===== config.mk =====
export PLATFORM = sky130hd
export DESIGN_NAME = fhc_mul
export DESIGN_NICKNAME = d
export VERILOG_FILES = /design/src/hdl/fhc_pkg.sv /design/src/hdl/fhc_mul.sv
export SDC_FILE = /design/constraint.sdc
export NUM_CORES = 2
export LEC_CHECK = 0
export ABC_AREA = 1
export BUFFER_PORTS_ARGS = -buffer_cell sky130_fd_sc_hd__buf_2
export CAP_MARGIN = 25
export CORE_ASPECT_RATIO = 0.8
export CORE_UTILIZATION = 65
export CTS_BUF_LIST = sky130_fd_sc_hd__clkbuf_8
export CTS_CLUSTER_DIAMETER = 100
export DETAILED_ROUTE_END_ITERATION = 10
export PLACE_DENSITY = 0.85
export SLEW_MARGIN = 0
export SYNTH_ARGS = -nofsm -noshare
export SYNTH_HDL_FRONTEND = slang
export SYNTH_SLANG_ARGS = --single-unit
export TNS_END_PERCENT = 50

===== constraint.sdc =====
create_clock -name clock -period 17.2 [get_ports clock]
set_input_delay 2.58 -clock clock [delete_from_list [all_inputs] [get_ports clock]]
set_output_delay 2.58 -clock clock [all_outputs]
set_load 0.01 [all_outputs]

===== src/hdl/fhc_pkg.sv =====
// ----------------------------------------------------------------------------
// FNV-1 hash collision checker: package
// Field widths, function and register codes, reset values and shared types.
// ----------------------------------------------------------------------------
package fhc_pkg;

   localparam int HASH_W    = 64;
   localparam int HALF_W    = 32;
   localparam int BYTE_W    = 8;
   localparam int FUNC_W    = 2;
   localparam int IDENT_W   = 7;
   localparam int WMODE_W   = 2;
   localparam int CSR_IDX_W = 2;

   localparam int DEFAULT_TABLE_DEPTH = 64;

   // Selectable hash widths
   localparam int HASH_BITS_8  = 8;
   localparam int HASH_BITS_16 = 16;
   localparam int HASH_BITS_32 = 32;
   localparam int HASH_BITS_64 = 64;

   localparam logic [WMODE_W-1:0] WMODE_8  = 2'd0;
   localparam logic [WMODE_W-1:0] WMODE_16 = 2'd1;
   localparam logic [WMODE_W-1:0] WMODE_32 = 2'd2;
   localparam logic [WMODE_W-1:0] WMODE_64 = 2'd3;

   localparam logic [FUNC_W-1:0] FUNC_ADD_BYTE = 2'd0;
   localparam logic [FUNC_W-1:0] FUNC_END      = 2'd1;
   localparam logic [FUNC_W-1:0] FUNC_CLEAR    = 2'd2;

   localparam logic [CSR_IDX_W-1:0] CSR_WIDTH_MODE   = 2'd0;
   localparam logic [CSR_IDX_W-1:0] CSR_OFFSET_BASIS = 2'd1;
   localparam logic [CSR_IDX_W-1:0] CSR_HASH_PRIME   = 2'd2;

   localparam logic [WMODE_W-1:0] RESET_WIDTH_MODE   = WMODE_64;
   localparam logic [HASH_W-1:0]  RESET_OFFSET_BASIS = 64'hcbf2_9ce4_8422_2325;
   localparam logic [HASH_W-1:0]  RESET_HASH_PRIME   = 64'h0000_0100_0000_01b3;

   // Probe token handed from cell to cell along the table
   typedef struct packed {
      logic valid;
      logic match;
   } fhc_token_type;

   function automatic logic [HASH_W-1:0] width_mask(input logic [WMODE_W-1:0] mode);
      logic [HASH_W-1:0] ones;
      logic [HASH_W-1:0] mask;
      ones = {HASH_W{1'b1}};
      unique case (mode)
         WMODE_8:  mask = ones >> (HASH_W - HASH_BITS_8);
         WMODE_16: mask = ones >> (HASH_W - HASH_BITS_16);
         WMODE_32: mask = ones >> (HASH_W - HASH_BITS_32);
         default:  mask = ones >> (HASH_W - HASH_BITS_64);
      endcase
      return mask;
   endfunction

endpackage


===== src/hdl/fhc_mul.sv =====
// ----------------------------------------------------------------------------
// FNV-1 hash collision checker: truncating multiplier
// Low 64 bits of a 64x64 product from one shared 32x32 multiplier, 4 steps.
// ----------------------------------------------------------------------------
module fhc_mul (
   input  logic                       clock,
   input  logic                       reset,
   input  logic                       start,
   input  logic [fhc_pkg::HASH_W-1:0] op_a,
   input  logic [fhc_pkg::HASH_W-1:0] op_b,
   output logic                       done,
   output logic [fhc_pkg::HASH_W-1:0] result
);
   import fhc_pkg::*;

   localparam logic [1:0] STEP_LL   = 2'd0;
   localparam logic [1:0] STEP_LH   = 2'd1;
   localparam logic [1:0] STEP_HL   = 2'd2;
   localparam logic [1:0] STEP_SUM  = 2'd3;

   logic                busy_ff, busy_in;
   logic [1:0]          step_ff, step_in;
   logic                done_ff, done_in;
   logic [HASH_W-1:0]   a_ff, a_in;
   logic [HASH_W-1:0]   b_ff, b_in;
   logic [HASH_W-1:0]   prod_ff, prod_in;
   logic [HASH_W-1:0]   lo_ff, lo_in;
   logic [HALF_W-1:0]   cross_ff, cross_in;
   logic [HASH_W-1:0]   result_ff, result_in;
   logic [HALF_W-1:0]   mul_x, mul_y;

   always_comb begin
      unique case (step_ff)
         STEP_LL:  begin mul_x = a_ff[HALF_W-1:0];      mul_y = b_ff[HALF_W-1:0];      end
         STEP_LH:  begin mul_x = a_ff[HALF_W-1:0];      mul_y = b_ff[HASH_W-1:HALF_W]; end
         STEP_HL:  begin mul_x = a_ff[HASH_W-1:HALF_W]; mul_y = b_ff[HALF_W-1:0];      end
         default:  begin mul_x = a_ff[HALF_W-1:0];      mul_y = b_ff[HALF_W-1:0];      end
      endcase
   end

   always_comb begin
      busy_in   = busy_ff;
      step_in   = step_ff;
      done_in   = 1'b0;
      a_in      = a_ff;
      b_in      = b_ff;
      prod_in   = prod_ff;
      lo_in     = lo_ff;
      cross_in  = cross_ff;
      result_in = result_ff;
      if (start) begin
         busy_in = 1'b1;
         step_in = STEP_LL;
         a_in    = op_a;
         b_in    = op_b;
      end else if (busy_ff) begin
         prod_in = HASH_W'(mul_x) * HASH_W'(mul_y);
         step_in = step_ff + 2'd1;
         unique case (step_ff)
            STEP_LL:  ;
            STEP_LH:  lo_in = prod_ff;
            STEP_HL:  cross_in = prod_ff[HALF_W-1:0];
            STEP_SUM: begin
               // cross terms only reach the upper half
               result_in = {lo_ff[HASH_W-1:HALF_W] + cross_ff + prod_ff[HALF_W-1:0],
                            lo_ff[HALF_W-1:0]};
               done_in   = 1'b1;
               busy_in   = 1'b0;
            end
         endcase
      end
   end

   always_ff @(posedge clock) begin
      if (reset) begin
         busy_ff <= 1'b0;
         step_ff <= STEP_LL;
         done_ff <= 1'b0;
      end else begin
         busy_ff <= busy_in;
         step_ff <= step_in;
         done_ff <= done_in;
      end
   end

   always_ff @(posedge clock) begin
      a_ff      <= a_in;
      b_ff      <= b_in;
      prod_ff   <= prod_in;
      lo_ff     <= lo_in;
      cross_ff  <= cross_in;
      result_ff <= result_in;
   end

   assign done   = done_ff;
   assign result = result_ff;

endmodule


# --- Word-level counts from Yosys, hierarchy flattened ---
# Index checks and enable logic that the tools add are counted.
word_totals:
  reg_bits: 356
  inputBits: 131
  out_inout_bits: 65
  elab_cells: 30
op_classes:
  add_sub_neg: 3
  mul: 1
  n_eq_ne: 3
  mux: 6
  bitwise_logic: 2
  reduce_logical: 6
op_table:
  columns: ["op", "n"]
  rows:
  - ["32-bit adder", 2]
  - ["32-bit by 32-bit multiplier with 64-bit output", 1]
  - ["32-bit 2-to-1 mux", 2]
  - ["3-bit AND reduction", 3]
  - ["2-bit == test (second input constant)", 2]
  - ["1-bit 2-to-1 mux", 4]
  - ["3-bit OR reduction", 1]
  - ["2-bit by 1-bit adder with 2-bit output (second input constant)", 1]
  - ["2-bit by 1-bit == test with 1-bit output (second input constant)", 1]
  - ["1-bit NOT", 2]
  - ["2-bit AND reduction", 1]
  - ["2-bit OR reduction", 1]

# --- Depth between registers and ports, before layout ---
depth:
  depth_word: 4
  mapped_depth: 37
  ltp_nobuf: 33

# --- Worst setup path after synthesis ---
# Ideal clock, no wire load.
synth_path:
  kind: "reg2reg"
  from: "register step_ff[0]"
  to: "register prod_ff[61], data pin"
  setup_ns: 0.252
  arrival_time_ns: 6.769
  t_required_ns: 16.948
  path_slack_ns: 10.178
  path_stages_with_launch: 32
  synth_period_minus_slack_ns: 7.022
  cell_sequence: "dfxtp_1 -> inv_1 -> ha_1 -> buf_4 -> buf_2 -> o21ai_4 -> inv_2 -> buf_2 -> nor2_1 -> fa_1 -> fa_1 -> inv_1 -> fa_1 -> fa_1 -> inv_1 -> fa_1 -> fa_1 -> fa_1 -> inv_1 -> fa_1 -> inv_1 -> ha_1 -> nand2_2 -> inv_1 -> a21oi_1 -> nand2_1 -> nand2_1 -> nand2_1 -> a21oi_1 -> nand2_1 -> nand2_1 -> nand2_1"
synth_via:
  elab_chain_cells: 3
synth_lines:
  columns: ["item", "line", "source"]
  rows:
  - ["from (decl)", "fhc_mul.sv:22", "logic [1:0] step_ff, step_in;"]
  - ["from (signal assigned)", "fhc_mul.sv:81", "step_ff <= step_in;"]
  - ["2-bit == test or 2-bit by 1-bit == test with 1-bit output (tied branches)", "fhc_mul.sv:33", "unique case (step_ff)"]
  - ["32-bit 2-to-1 mux", "fhc_mul.sv:33", null]
  - ["32-bit by 32-bit multiplier with 64-bit output (*)", "fhc_mul.sv:57", "prod_in = HASH_W'(mul_x) * HASH_W'(mul_y);"]
  - ["to (signal assigned)", "fhc_mul.sv:89", "prod_ff <= prod_in;"]
  - ["to (decl)", "fhc_mul.sv:26", "logic [HASH_W-1:0] prod_ff, prod_in;"]
# Every way passes the cells marked *; elsewhere a longest branch is shown, timed or not.
# A chain may end at the register's enable or synchronous reset.

# --- Worst setup path after layout ---
layout_path:
  from: "register step_ff[0]"
  to: "register prod_ff[55], data pin"
# Same word-level chain as after synthesis.

==> impl_metrics.tcl <==
set metrics [dict create \
    synth_cell_type_count 40 \
    row_count 89 \
    dieArea_um2 75860 \
    ctsResizeCount 0 \
    grt_pass1_wl_um 225300 \
    setup_viol 0 \
    drtIter0Drc 4383 \
    gr-total-overflow 0 \
    port_buffers 195 \
    antenna_found_initial 5 \
    dr.pass1.iters 8 \
    syn_area_um2 48590 \
    tightest_slew_ps 1146 \
    r2r_start "step_ff[0]" \
    syn2layout_area_growth_pct 5.999 \
    crit_top_cell "fa_1" \
    final_common_cell "inv_1" \
    num_vias 37410 \
    whs_endpoint "result[23]" \
    antenna_left 0 \
    clockBufferDepth 3 \
    post_route_cells_drive_above_1_share_pct 8.911 \
    clock_skew_ps 47.37 \
    grt_usage_pct 40.37 \
    start_util_pct 65.82 \
    ys.warnings.count 0 \
    multi_input_area_um2 32230 \
    max_freq_mhz 107.2 \
    final_cell_mix "1264 x inv_1, 1117 x nand2_1, 928 x fa_1" \
    worstReg2RegEnd "prod_ff[55]" \
    clkTransAtPathRegs_ps 70 \
    wl_met1_um 52840 \
    clock-sinks 356 \
    ys_ff_latch 356 \
    dr_wl_met2_um 60250 \
    end_kind "flop" \
    route.met3.wl_um 22940 \
    routed_wl_um 145600 \
    yosysSeqAreaShare_pct 21.92 \
    status "completed" \
    critPathMaxFanout 51 \
    dr.max_layer_used "met5" \
    die_h_um 246.6 \
    crit_buf_inv 9 \
    fill_cells 5569 \
    grt_pass1_vias 39460 \
    syn_area_per_cell_um2 9.145 \
    fin_nets 6810 \
    cp_slowest_stage_delay_ps 820 \
    route.detailed.drc 0 \
    clock-root-buffer "clkbuf_8" \
    worstPathArrival_ps 9770 \
    hold_path_depth 0 \
    worst_setup_path_start_kind "flop" \
    rr_worst_depth 29 \
    place.gp.congestion 1.033 \
    synth_nets 6669 \
    crit_family "adder cells" \
    dp_hpwl_um 114900 \
    cts_made_buffers 56 \
    vias_per_cell 5.754 \
    grt_max_degree 78 \
    fin_setup_tns_ps 0 \
    detail_route.wl_per_cell_um 22.40 \
    htree_levels 2 \
    hold_path.class "flop to flop" \
    die_w_um 307.7 \
    clkLatencyLatePin_ps 730 \
    drv_cap 0 \
    rsz0062_at_grt "false" \
    finalMaxSlewViolations 0 \
    synthCells 5314 \
    register_area_um2 10650 \
    crit_type "flop to flop" \
    required_ps 17640 \
    postCtsSetupRepairBufs 0 \
    holdBufCountCts 0 \
    min_period_ps 9327 \
    r2r_slack_ps 7870 \
    fin_crit_sh_pct 54.23 \
    worstHoldStart "lo_ff[23]" \
    maxSlewHeadroom_pct 23.51 \
    pin_count 196 \
    slowest_stage "inv_1" \
    cts_tree "built" \
    finalHoldViolations 0 \
    fp.coreArea_um2 73830 \
]
## layer usage
layer / vias to the layer above / track usage [%]
met5: - / 0
met4: 4 / 21.52
met3: 658 / 14.81
met2: 2685 / 58.07
met1: 18210 / 53.57
li1: 15850 / -
## through the flow
stage	hold slack [ps]	cells	worst slack [ps]	cell area (um2)	utilization (%)
2_1_floorplan	400.3	5314	10180	48590	-
3_3_place_gp	401.3	6395	8227	50360	68.21
3_5_place_dp	404.5	6397	8118	50400	68.27
4_1_cts	365.0	6499	8063	51480	69.73
5_1_grt	387.0	6502	7609	51510	69.77
6_report	381.7	6502	7873	51510	69.77
## cell usage after synthesis
cell type / n / area [um2]
a211oi_1: 1 / 7.510
a21boi_0: 2 / 15.01
a21o_1: 2 / 15.01
a21oi_1: 83 / 415.4
a31oi_1: 1 / 6.260
and2_1: 3 / 18.77
and3_1: 1 / 6.260
buf_2: 138 / 690.7
buf_4: 13 / 97.59
buf_6: 7 / 78.83
clkbuf_1: 5 / 18.77
dfxtp_1: 4 / 80.08
edfxtp_1: 352 / 10570
fa_1: 928 / 18580
ha_1: 296 / 3704
inv_1: 1252 / 4700
inv_2: 50 / 187.7
nand2_1: 1117 / 4193
nand2_2: 11 / 68.82
nand3_1: 79 / 395.4
nand3_2: 8 / 80.08
nand3b_1: 2 / 15.01
nand4_1: 17 / 106.4
nor2_1: 729 / 2736
nor2_2: 23 / 143.9
nor2_4: 5 / 56.30
nor3_1: 11 / 55.05
nor3_2: 4 / 40.04
nor3_4: 3 / 48.80
nor4_1: 2 / 12.51
o21a_1: 3 / 22.52
o21ai_0: 24 / 120.1
o21ai_1: 16 / 80.08
o21ai_2: 18 / 157.7
o21ai_4: 26 / 422.9
o21bai_1: 14 / 105.1
or2_1: 2 / 12.51
or2_2: 4 / 25.02
xnor2_1: 9 / 78.83
xor2_1: 49 / 429.2
## how the worst max path moves through the flow
| stage | slack, ps | from | endpoint | cells after the start |
|---|---|---|---|---|
| 2_1_floorplan | 10180 | step_ff[0] | prod_ff[61] | 31 |
| 4_1_cts | 8060 | step_ff[0] | prod_ff[55] | 31 |
| 5_1_grt | 7610 | step_ff[0] | prod_ff[55] | 31 |
| 3_3_place_gp | 8230 | step_ff[0] | prod_ff[29] | 23 |
| 3_5_place_dp | 8120 | step_ff[0] | prod_ff[55] | 31 |
| 6_report | 7870 | step_ff[0] | prod_ff[55] | 29 |
## sequential cells by signal, indices dropped and copies added (netlist names)
name,cells
cross_ff,32
done,1
prod_ff,64
result,64
lo_ff,64
step_ff,2
a_ff,64
b_ff,64
busy_ff,1
## cell families after synthesis
kind of cell	after synthesis	synth area share, %
compound gates	190	2.814
xor+xnor	58	1.045
fa+ha+maj	1224	45.85
buf+inv	1465	11.88
flops	356	21.92
simple gates	2021	16.49
## cell type report
class / instances / share of cell area (%)
Tap cell: 1001 / 2.431
Multi-Input combinational cell: 3493 / 62.58
Clock inverter: 46 / 0.6000
Timing Repair Buffer: 246 / 2.721
Antenna cell: 2 / 0.009716
Inverter: 1302 / 9.488
Clock buffer: 56 / 1.496
Sequential cell: 356 / 20.68
Power is left out: the tool's default activity adds up to more than one toggle a clock period on the data nets, which glitch-free logic cannot reach.
